**src/hdl/assert_macros.svh**
```systemverilog
// assertion helpers for the rtl files
`ifndef ASSERT_MACROS_SVH
`define ASSERT_MACROS_SVH

// clocked assertion, disabled while rst is high
`define ASSERT_CLK(label, prop, msg) \
  label: assert property (@(posedge clk) disable iff (rst) prop) else $error(msg);

// clocked assertion, also checked during reset
`define ASSERT_ALWAYS(label, prop, msg) \
  label: assert property (@(posedge clk) prop) else $error(msg);

`endif

```
**src/hdl/ccc_pkg.sv**
```systemverilog
// ----------------------------------------------------------------------------
// ccc_pkg
// Types and fixed thresholds for the compressor cycle controller.
// ----------------------------------------------------------------------------
`default_nettype none

package ccc_pkg;

  localparam int unsigned MIN_SWITCH_GAP       = 3 * 60;
  localparam int unsigned FAILSAFE_ON_LIMIT    = 20 * 60;
  localparam int unsigned FAILSAFE_OFF_LIMIT   = 30 * 60;
  localparam int unsigned LOW_GAS_RUN_TIME     = 10 * 60 * 60;
  localparam int unsigned SUPER_MAX_RUN        = 6 * 60 * 60;
  localparam int unsigned CUT_IN_DEFAULT       = 50 - 10;
  localparam int unsigned LOW_GAS_AMBIENT      = 90;
  localparam int unsigned SUPER_CUT_IN_AMBIENT = 15;
  localparam int unsigned SETPOINT_HIGH_LIMIT  = 50;
  localparam int unsigned SUPER_CUT_OUT_AMB    = 10;
  localparam int unsigned CUT_OUT_OFFSET       = 10;
  localparam logic [7:0]  SETPOINT_RESET       = 8'd40;

  localparam int unsigned IN_TDATA_W  = 24;
  localparam int unsigned IN_TUSER_W  = 2;
  localparam int unsigned OUT_TDATA_W = 24;

  typedef struct packed {
    logic [7:0] ambient_temp;
    logic [7:0] evap_temp;
    logic       ambient_fault;
    logic       evap_fault;
    logic       super_request;
  } item_t;

  typedef struct packed {
    logic running;
    logic first_pending;
    logic ambient_seen;
    logic evap_seen;
    logic super_active;
    logic low_gas;
  } flags_t;

  typedef struct packed {
    logic        compressor_drive;
    logic        super_mode;
    logic        low_gas_error;
    logic        beep_pulse;
    logic [15:0] run_seconds;
  } result_t;

endpackage

`default_nettype wire

```
**src/hdl/ccc_rule.sv**
```systemverilog
// ----------------------------------------------------------------------------
// ccc_rule
// One tick of the controller: timer, low gas check and the four switch rules.
// ----------------------------------------------------------------------------
`default_nettype none

module ccc_rule #(
  parameter int unsigned TIMER_BITS = 16
) (
  input  wire ccc_pkg::item_t    item,
  input  wire logic [7:0]        setpoint,
  input  wire ccc_pkg::flags_t   flags,
  input  wire logic [TIMER_BITS-1:0] elapsed,
  output ccc_pkg::flags_t        flags_next,
  output logic [TIMER_BITS-1:0]  elapsed_next,
  output ccc_pkg::result_t       result
);

  localparam logic [TIMER_BITS-1:0] TIMER_MAX = '1;
  localparam logic [TIMER_BITS-1:0] RUN_SAT   = TIMER_BITS'(16'hFFFF);

  logic [TIMER_BITS-1:0] el1;
  logic                  sup;
  logic                  gas_hit;
  logic                  cut_in;
  logic                  cut_out;
  logic                  start_cur;
  logic                  want;
  logic                  start_ok;
  logic                  do_switch;
  logic                  ambient_seen_n;
  logic                  evap_seen_n;
  logic                  super_n;

  always_comb begin
    el1 = (elapsed == TIMER_MAX) ? elapsed : elapsed + TIMER_BITS'(1);
    sup = flags.super_active | item.super_request;

    gas_hit = !(item.ambient_fault && !item.evap_fault) && flags.running &&
              (el1 >= TIMER_BITS'(ccc_pkg::LOW_GAS_RUN_TIME)) &&
              (item.ambient_temp >= 8'(ccc_pkg::LOW_GAS_AMBIENT)) && !flags.low_gas;

    if (setpoint > 8'(ccc_pkg::SETPOINT_HIGH_LIMIT)) begin
      cut_in = item.evap_temp > setpoint;
    end else begin
      cut_in = item.evap_temp > 8'(ccc_pkg::CUT_IN_DEFAULT);
    end

    if (sup) begin
      cut_out = (item.ambient_temp <= 8'(ccc_pkg::SUPER_CUT_OUT_AMB)) ||
                (el1 >= TIMER_BITS'(ccc_pkg::SUPER_MAX_RUN));
    end else begin
      cut_out = ({1'b0, item.ambient_temp} + 9'(ccc_pkg::CUT_OUT_OFFSET)) <=
                {1'b0, setpoint};
    end

    start_cur      = flags.first_pending && !flags.ambient_seen && !flags.evap_seen;
    want           = 1'b0;
    start_ok       = 1'b0;
    ambient_seen_n = flags.ambient_seen;
    evap_seen_n    = flags.evap_seen;
    super_n        = sup;

    priority if (item.ambient_fault && item.evap_fault) begin
      // timed duty cycle
      start_ok = start_cur;
      if (flags.running) begin
        want = el1 > TIMER_BITS'(ccc_pkg::FAILSAFE_ON_LIMIT);
      end else begin
        want = (el1 > TIMER_BITS'(ccc_pkg::FAILSAFE_OFF_LIMIT)) || start_cur;
      end
    end else if (item.ambient_fault) begin
      evap_seen_n = 1'b0;
      if (!flags.running) begin
        ambient_seen_n = 1'b1;
        want           = cut_in;
      end else begin
        start_ok = start_cur;
        want     = (el1 > TIMER_BITS'(ccc_pkg::FAILSAFE_ON_LIMIT)) || !flags.ambient_seen;
      end
    end else if (item.evap_fault) begin
      ambient_seen_n = 1'b0;
      if (flags.running) begin
        evap_seen_n = 1'b1;
        want        = cut_out;
      end else begin
        start_ok = start_cur;
        want     = (el1 > TIMER_BITS'(ccc_pkg::FAILSAFE_ON_LIMIT)) || start_cur ||
                   !flags.evap_seen;
      end
    end else begin
      // normal thermostat with super mode
      ambient_seen_n = 1'b0;
      evap_seen_n    = 1'b0;
      start_ok       = flags.first_pending;
      if (flags.running) begin
        want    = cut_out;
        super_n = sup && !cut_out;
      end else begin
        want = cut_in || (sup && (item.ambient_temp > 8'(ccc_pkg::SUPER_CUT_IN_AMBIENT)));
      end
    end

    do_switch = want && ((el1 >= TIMER_BITS'(ccc_pkg::MIN_SWITCH_GAP)) || start_ok);

    flags_next.running       = do_switch ? !flags.running : flags.running;
    flags_next.first_pending = flags.first_pending && !do_switch;
    flags_next.ambient_seen  = ambient_seen_n;
    flags_next.evap_seen     = evap_seen_n;
    flags_next.super_active  = super_n;
    flags_next.low_gas       = flags.low_gas | gas_hit;
    elapsed_next             = do_switch ? '0 : el1;

    result.compressor_drive = flags_next.running;
    result.super_mode       = super_n;
    result.low_gas_error    = flags_next.low_gas;
    result.beep_pulse       = gas_hit;
    result.run_seconds      = (elapsed_next > RUN_SAT) ? 16'hFFFF : elapsed_next[15:0];
  end

endmodule

`default_nettype wire

```
**src/hdl/compressor_cycle_controller_top.sv**
```systemverilog
// ----------------------------------------------------------------------------
// compressor_cycle_controller_top
// Compressor on/off controller stepped by one request per one-second tick.
// ----------------------------------------------------------------------------
// Usage:
//   s_* carries one request per tick (temperatures, fault flags, super
//   request). m_* returns one result per request (compressor drive, super
//   mode, low gas error, beep pulse, seconds since the last switch).
//   cfg_we/cfg_wdata write the setpoint; write it only while idle.
// Pipeline and throughput:
//   a request is held in the input register, where the rule logic
//   updates the controller state, and its result is loaded into the output
//   register when the request advances. One request per cycle is sustained
//   while m_tready is high; the input register to output register path is
//   the only stage.
// Reset:
//   rst (synchronous) empties both registers, sets the compressor off, the
//   timer to zero, the start condition pending and the setpoint to 40.
// Stall:
//   while m_tready is low the output register holds; one more request is
//   taken into the input register and then s_tready drops until it drains.
// ----------------------------------------------------------------------------
`default_nettype none
`include "assert_macros.svh"

module compressor_cycle_controller_top #(
  parameter int unsigned TIMER_BITS = 16
) (
  input  wire logic                             clk,
  input  wire logic                             rst,
  input  wire logic                             cfg_we,
  input  wire logic [7:0]                       cfg_wdata,
  input  wire logic                             s_tvalid,
  output logic                                  s_tready,
  // [7:0] ambient_temp, [15:8] evap_temp, [16] super_request, [23:17] zero
  input  wire logic [ccc_pkg::IN_TDATA_W-1:0]   s_tdata,
  // [0] ambient_fault, [1] evap_fault
  input  wire logic [ccc_pkg::IN_TUSER_W-1:0]   s_tuser,
  output logic                                  m_tvalid,
  input  wire logic                             m_tready,
  // [0] compressor_drive, [1] super_mode, [2] low_gas_error, [3] beep_pulse,
  // [19:4] run_seconds, [23:20] zero
  output logic [ccc_pkg::OUT_TDATA_W-1:0]       m_tdata
);

  logic [7:0]            setpoint;
  logic                  stage_valid;
  ccc_pkg::item_t        stage;
  logic                  advance;
  ccc_pkg::flags_t       flags;
  ccc_pkg::flags_t       flags_next;
  logic [TIMER_BITS-1:0] elapsed;
  logic [TIMER_BITS-1:0] elapsed_next;
  ccc_pkg::result_t      res;
  ccc_pkg::result_t      out_res;

  assign advance  = stage_valid && (!m_tvalid || m_tready);
  assign s_tready = !stage_valid || advance;

  always_ff @(posedge clk) begin
    if (rst) begin
      setpoint <= ccc_pkg::SETPOINT_RESET;
    end else if (cfg_we) begin
      setpoint <= cfg_wdata;
    end
  end

  // input register
  always_ff @(posedge clk) begin
    if (rst) begin
      stage_valid <= 1'b0;
    end else if (s_tready) begin
      stage_valid <= s_tvalid;
    end
  end

  always_ff @(posedge clk) begin
    if (s_tvalid && s_tready) begin
      stage.ambient_temp  <= s_tdata[7:0];
      stage.evap_temp     <= s_tdata[15:8];
      stage.super_request <= s_tdata[16];
      stage.ambient_fault <= s_tuser[0];
      stage.evap_fault    <= s_tuser[1];
    end
  end

  ccc_rule #(
    .TIMER_BITS (TIMER_BITS)
  ) u_rule (
    .item         (stage),
    .setpoint     (setpoint),
    .flags        (flags),
    .elapsed      (elapsed),
    .flags_next   (flags_next),
    .elapsed_next (elapsed_next),
    .result       (res)
  );

  // controller state
  always_ff @(posedge clk) begin
    if (rst) begin
      flags.running       <= 1'b0;
      flags.first_pending <= 1'b1;
      flags.ambient_seen  <= 1'b0;
      flags.evap_seen     <= 1'b0;
      flags.super_active  <= 1'b0;
      flags.low_gas       <= 1'b0;
      elapsed             <= '0;
    end else if (advance) begin
      flags   <= flags_next;
      elapsed <= elapsed_next;
    end
  end

  // output register
  always_ff @(posedge clk) begin
    if (rst) begin
      m_tvalid <= 1'b0;
    end else if (!m_tvalid || m_tready) begin
      m_tvalid <= stage_valid;
    end
  end

  always_ff @(posedge clk) begin
    if (advance) begin
      out_res <= res;
    end
  end

  assign m_tdata = {4'b0, out_res.run_seconds, out_res.beep_pulse,
                    out_res.low_gas_error, out_res.super_mode,
                    out_res.compressor_drive};

  `ASSERT_CLK(a_stage_holds, stage_valid && !advance |=> stage_valid,
              "stalled request lost from input register")
  `ASSERT_CLK(a_low_gas_sticky, flags.low_gas |=> flags.low_gas,
              "low gas error cleared without reset")
  `ASSERT_CLK(a_beep_sets_error, advance && res.beep_pulse |=> flags.low_gas,
              "beep without latched low gas error")
  `ASSERT_CLK(a_switch_clears_timer,
              advance && (flags_next.running != flags.running) |=> elapsed == '0,
              "compressor switch did not clear the timer")

endmodule

`default_nettype wire

```
**config.mk**
```make
export PLATFORM = sky130hd
export DESIGN_NAME = compressor_cycle_controller_top
export DESIGN_NICKNAME = d
export VERILOG_FILES = /design/src/hdl/ccc_pkg.sv /design/src/hdl/ccc_rule.sv /design/src/hdl/compressor_cycle_controller_top.sv
export VERILOG_INCLUDE_DIRS = /design/src /design/src/hdl
export SDC_FILE = /design/constraint.sdc
export NUM_CORES = 1
export LEC_CHECK = 0
export BUFFER_PORTS_ARGS = -buffer_cell sky130_fd_sc_hd__buf_2
export CAP_MARGIN = 10
export CORE_ASPECT_RATIO = 1.25
export CORE_MARGIN = 2
export CORE_UTILIZATION = 26
export CTS_CLUSTER_DIAMETER = 80
export CTS_CLUSTER_SIZE = 30
export DETAILED_ROUTE_END_ITERATION = 8
export SLEW_MARGIN = 10
export SYNTH_ARGS = -nofsm -noshare
export SYNTH_HDL_FRONTEND = slang
export SYNTH_SLANG_ARGS = --single-unit
export TNS_END_PERCENT = 50
```
**constraint.sdc**
```tcl
create_clock -name clk -period 7.1 [get_ports clk]
set_input_delay 1.065 -clock clk [delete_from_list [all_inputs] [get_ports clk]]
set_output_delay 1.065 -clock clk [all_outputs]
set_load 0.01 [all_outputs]
```
==> out/qor.txt, run 1 <==
R2R depth: 11
GR met1 Demand/Resource: 15.2%
EDFF count, synth: 39
Worst Setup Start Kind: register
compound-gate portion of the synthesized area: 16.7%
Synth Area in Adders: 5.72%
dominant cell type by area after synthesis: edfxtp_1
Final Setup Violations: 0
post-synthesis mux area share: 2.68%
Max Cap Violations: 0
WP data required: 7.31 ns
number of global-route vias before repair: 3,368
Synth Instances: 452
Residual DRC: 0
TNS Setup: 0 ns
Via density: 4.92
Peak VDD IR: 0.0987 mV
Ys Warns: 0
Total Power: 0.000985 W
maximum clock frequency: 224 MHz
GR Overflow Total: 0
Routed Wire Length: 10,300 um
Post-Synth Simple-Gate Area: 21.3%
Hold Vio Cnt, Final: 0
area grow syn2layout: 15.4%
Cell Pwr Density: 205 mW/mm^2
DRT Pass-1 Iters: 4
Slew HR: 31.3%
IO Pins: 65
nets: 546
CTS Buffer Depth: 2
clock slew at reported path FFs: 0.06 ns
Final Skew: 0.00678 ns
minimum clock period: 4.47 ns
hold buffers post-CTS: 0
Num CTS Buffers: 9
Crit Path Class: reg2reg
layout cell share with drive strength beyond 1: 15.4%
Critical Path Fanout Max: 10
Worst Max-Slew Pin Slew: 1.02 ns
Clk Latency, worst-skew pair: 0.33 ns
Hold Path Depth: 2
H-tree levels: 3
Synth cell types: 62
RSZ-0062 raised after global routing: false
cell with the most instances after synthesis: nor2_1
Initial DRC Count: 154
Horiz. Die Dim: 117 um
slowest CP cell: nor3_1
number of core rows: 51
vias: 3,466
Crit path largest cell delay: 0.68 ns
HPWL Detailed: 7510 um
Synth Flop Type: edfxtp_1
Die Ht: 145 um
crit-path cells: ha_1 -> nand4_2 -> or2_1 -> nor3_1 -> o21ai_0 -> a21oi_2 -> a211oi_1 -> or4b_1 -> a31oi_2 -> and2_1 -> mux2_1
ANT cells: 0
GRT busiest layer: met2
core area: 0.0156 sq mm
top cells by area, synth: edfxtp_1, dfxtp_1, ha_1, nor2_1, a21oi_1
Leakage: 1.73 nW
CTS tree: built
mean routed wirelength per cell: 14.6 um
CTS Root Cell: clkbuf_16
register bit total from synthesis: 71
fillers: 1,618
largest net degree at the start of global routing: 30
CTS-repair resized insts: 0
die area: 0.0170 sq mm
met2 track demand over resource: 21.4%
IO Port Bufs: 53
clock sink count: 71
critical path data arrival time: 4.69 ns
ANT nets after route: 0
grt met3 use: 2.79%
Tcrit/Tclk final: 63.0%
asr flop ratio synth: 0%
Mapped Area: 0.00416 sq mm
Mean Syn Cell Area: 9.20 sq um
Yosys top cell area share: 28.2%
largest family of logic cells by synthesized area: simple AND/OR/NAND/NOR gates
Final Slew Violations: 0
first-pass GRT wire length: 16,900 um
gpl congestion: 0.859
sequential area share after synthesis: 43.6%
antenna violations before repair: 0
result of the run: finished clean
starting density of the core: 26.6%
post-CTS setup buffers: 0
CP Capture Type: register
synth cell count leaders: nor2_1, edfxtp_1, nand2_1, dfxtp_1, a21oi_1
Tot GR Track Use: 12.6%
Hold Path Class: reg2reg
Synth Area in XOR/XNOR: 4.00%
flip-flops by register name, summed over array words and instances (netlist names):
register and cells:
elapsed 16, m_tvalid 1, setpoint 8, flags 6
stage 19, stage_valid 1, m_tdata 20
layer usage:
layer  share of wire, %  vias up
met2                 51       87
met3                4.2       17
li1                   -     1731
met4                2.1        0
met1                 43     1631
met5                  0        -
final timing paths:
path                                         startpoint                    end  slack (ns)
worst max-delay path            elapsed[0]$_SDFFE_PP0P_  flags[5]$_SDFFE_PP0P_        2.63
worst min-delay path              flags[1]$_SDFFE_PP0P_  flags[1]$_SDFFE_PP0P_        0.46
worst max register to register  elapsed[0]$_SDFFE_PP0P_  flags[5]$_SDFFE_PP0P_        2.63
worst min register to register    flags[1]$_SDFFE_PP0P_  flags[1]$_SDFFE_PP0P_        0.46
worst max-delay path, delay by kind of cell (launching register included):
kind / cells / cell delay (ns)
compound gates: 4 / 0.79
fa+ha+maj: 1 / 0.44
flops: 1 / 0.55
mux: 1 / 0.36
simple gates: 5 / 2.19
power by group:
part | internal (W) | switching [W]
combinational | 0.0000447 | 0.0000666
clock | 0.000245 | 0.000161
sequential | 0.000454 | 0.0000135
stage by stage:
step / cell area [sq um] / hold slack [ns] / util, % / setup WS, ns / std cells
6_report: 4800 / 0.460 / 30.7 / 2.63 / 705
4_1_cts: 4800 / 0.461 / 30.7 / 2.66 / 705
2_1_floorplan: 4170 / 0.437 / - / 3.86 / 455
3_3_place_gp: 4540 / 0.445 / 29.0 / 2.72 / 689
3_5_place_dp: 4540 / 0.453 / 29.0 / 2.70 / 689
5_1_grt: 4800 / 0.485 / 30.7 / 2.43 / 705
cell type report:
class / instances / area (sq um) / share of cell area, %
inverters: 20 / 75.1 / 1.56
well taps: 212 / 265 / 5.53
clock inverters: 2 / 8.76 / 0.183
multi-input cells: 332 / 2110 / 44.0
repair buffers: 54 / 273 / 5.68
clock buffers: 14 / 254 / 5.29
flip-flops and latches: 71 / 1810 / 37.8
cell families after synthesis:
kind of cell / Yosys count
AOI/OAI and AO/OA: 102
xor gates and xnor gates: 19
adders and majority gates: 19
buffers and inverters: 52
DFF: 71
muxes: 11
other: 1
and+or+nand+nor: 177
layout by cell type (no fill, tap or decap), types with 9 or more instances in the layout:
master	Yosys	final
o21ai_0	18	18
a21oi_1	29	29
xnor2_1	12	12
nand2_1	34	34
clkbuf_16	0	9
buf_2	9	53
nand3_1	16	16
dfxtp_1	32	32
nor2_1	50	50
mux2i_1	10	10
ha_1	19	19
nand4_1	9	9
edfxtp_1	39	39
nor3_1	25	25
inv_1	19	19
(Power assumes the default switching activity.)
==> run 2: changes to the inputs <==
- clock period: 7.1 -> 4.23 ns (I/O delays scaled with it)
==> run 2 against run 1 <==
Via count grew 2.2%. Clock power up 84%. Total power rose by 76%. Global-route usage is 0.40 points higher. Die area unchanged. Clock-buffer cell count fell by 3. Critical path depth shrank 1. Cell count is 2.3% higher. Hold slack better by 0.0015 ns. Combinational power is 81% higher. First-iteration DRC count grew 37%. Sequential power is 68% higher. Critical path type unchanged. Highest routed layer unchanged.
==> out/qor.txt, run 2 (synthesis results as in run 1) <==
clock power share: 43.1%
Switch Pwr: 0.000418 W
Max Cap Violations: 0
Peak VDD IR: 0.238 mV
mean routed wirelength per cell: 14.5 um
number of global-route vias before repair: 3,498
minimum clock period: 3.76 ns
CP Capture Type: register
DRT Pass-1 Iters: 5
CTS Root Cell: clkbuf_16
Finished Layout Cells: 721
R2R depth: 10
first-pass GRT wire length: 17,200 um
Worst Setup Start Kind: register
r2r setup slk: 0.47 ns
antenna violations before repair: 0
result of the run: finished clean
clock slew at reported path FFs: 0.06 ns
clock sink count: 71
Tcrit/Tclk final: 88.9%
critical path data arrival time: 3.99 ns
R2R Path Start: elapsed[0]$_SDFFE_PP0P_
H-tree levels: 3
nets: 562
switching part of the total: 24.2%
core area: 0.0156 sq mm
commonest non-fill, non-tap cell in the layout: buf_2
number of core rows: 51
Routed Wire Length: 10,400 um
CTS-repair resized insts: 0
Residual DRC: 0
vias: 3,542
Cell Pwr Density: 349 mW/mm^2
starting density of the core: 26.6%
Num CTS Buffers: 9
largest net degree at the start of global routing: 25
post-CTS setup buffers: 0
Slew HR: 41.4%
IO Port Bufs: 53
ANT nets after route: 0
design area: 0.00496 sq mm
TNS Setup: 0 ns
most frequent cells in the layout: buf_2, nor2_1, edfxtp_1
RSZ-0062 raised after global routing: false
ANT cells: 0
hold buffers post-CTS: 0
min-delay src: flags[1]$_SDFFE_PP0P_
CTS tree: built
DP Cell Count: 705
Die Ht: 145 um
Total Power: 0.00173 W
Initial DRC Count: 211
Clk Latency, worst-skew pair: 0.35 ns
Seq pwr share: 45.3%
Worst Max-Slew Pin Slew: 0.879 ns
Critical Path Fanout Max: 10
hold_ws: 0.462 ns
Tot GR Track Use: 13.0%
WP data required: 4.46 ns
Hold Path Depth: 2
Area after DPL: 0.00467 sq mm
gpl congestion: 0.879
Final Slew Violations: 0
Hold Path Class: reg2reg
Internal: 0.00131 W
Hold Vio Cnt, Final: 0
Crit Path Class: reg2reg
IO Pins: 65
die area: 0.0170 sq mm
area grow syn2layout: 19.3%
CTS Buffer Depth: 2
Final Setup Violations: 0
GR Overflow Total: 0
layout cell share with drive strength beyond 1: 18.3%
HPWL Detailed: 7740 um
maximum clock frequency: 266 MHz
CP Launch Point: elapsed[0]$_SDFFE_PP0P_
Leakage: 1.83 nW
Horiz. Die Dim: 117 um
Final Skew: 0.00889 ns
max FFs per register: 20
Comb power frac: 11.6%
Via density: 4.91
==> run 2: changes by cell type in the layout (fill, tap and decap cells not counted) <==
cell | previous run | this run
clkbuf_1 | 4 | 1
buf_4 | 1 | 16
bufinv_16 | 0 | 1
clkinv_1 | 2 | 4
clkinvlp_4 | 0 | 1
buf_12 | 0 | 1
clkinv_2 | 1 | 0
==> run 2: through the flow <==
stage | setup slack [ns] | utilization, %
final | 0.471 | 31.7
after global routing | 0.230 | 31.7
after CTS | 0.473 | 31.7
after detailed placement | 0.493 | 29.9
after global placement | 0.501 | 29.9
after floorplan | 0.989 | -
==> run 2: final cells by class <==
type                    count  area (sq um)
fillers                  1629         10700
inverters                  20          75.1
clock buffers              11           243
repair buffers             70           405
flip-flops and latches     71          1810
multi-input cells         332          2110
clock inverters             5          48.8
well taps                 212           265
==> run 2: worst paths after layout <==
check | endpoint
min | flags[1]$_SDFFE_PP0P_
max | flags[5]$_SDFFE_PP0P_
min reg2reg | flags[1]$_SDFFE_PP0P_
max reg2reg | flags[5]$_SDFFE_PP0P_
==> run 2: per-layer routing <==
layer / GRT usage, % / share of wire, % / vias to the layer above
met5: 0 / 0 / -
met4: 5.76 / 2.5 / 0
met3: 3.92 / 4.7 / 26
met2: 22.1 / 50 / 91
met1: 14.8 / 42 / 1673
li1: - / - / 1752
==> run 2: critical path: stages, from the launching register on <==
cell,delay (ns)
dfxtp_1,0.54
ha_1,0.27
nand4_2,0.14
or4_1,0.77
a41oi_2,0.28
o221a_1,0.24
a2111oi_0,0.06
or4b_1,0.57
a31oi_2,0.27
and2_1,0.20
mux2_1,0.32
==> run 2: power by group through the flow <==
stage                     combinational (W)  clock [W]  sequential (W)
after global placement             0.000193          0        0.000797
after floorplan                    0.000130          0        0.000796
after CTS                          0.000202   0.000771        0.000783
final                              0.000201   0.000746        0.000784
after detailed placement           0.000201          0        0.000798
after global routing               0.000224   0.000804        0.000788
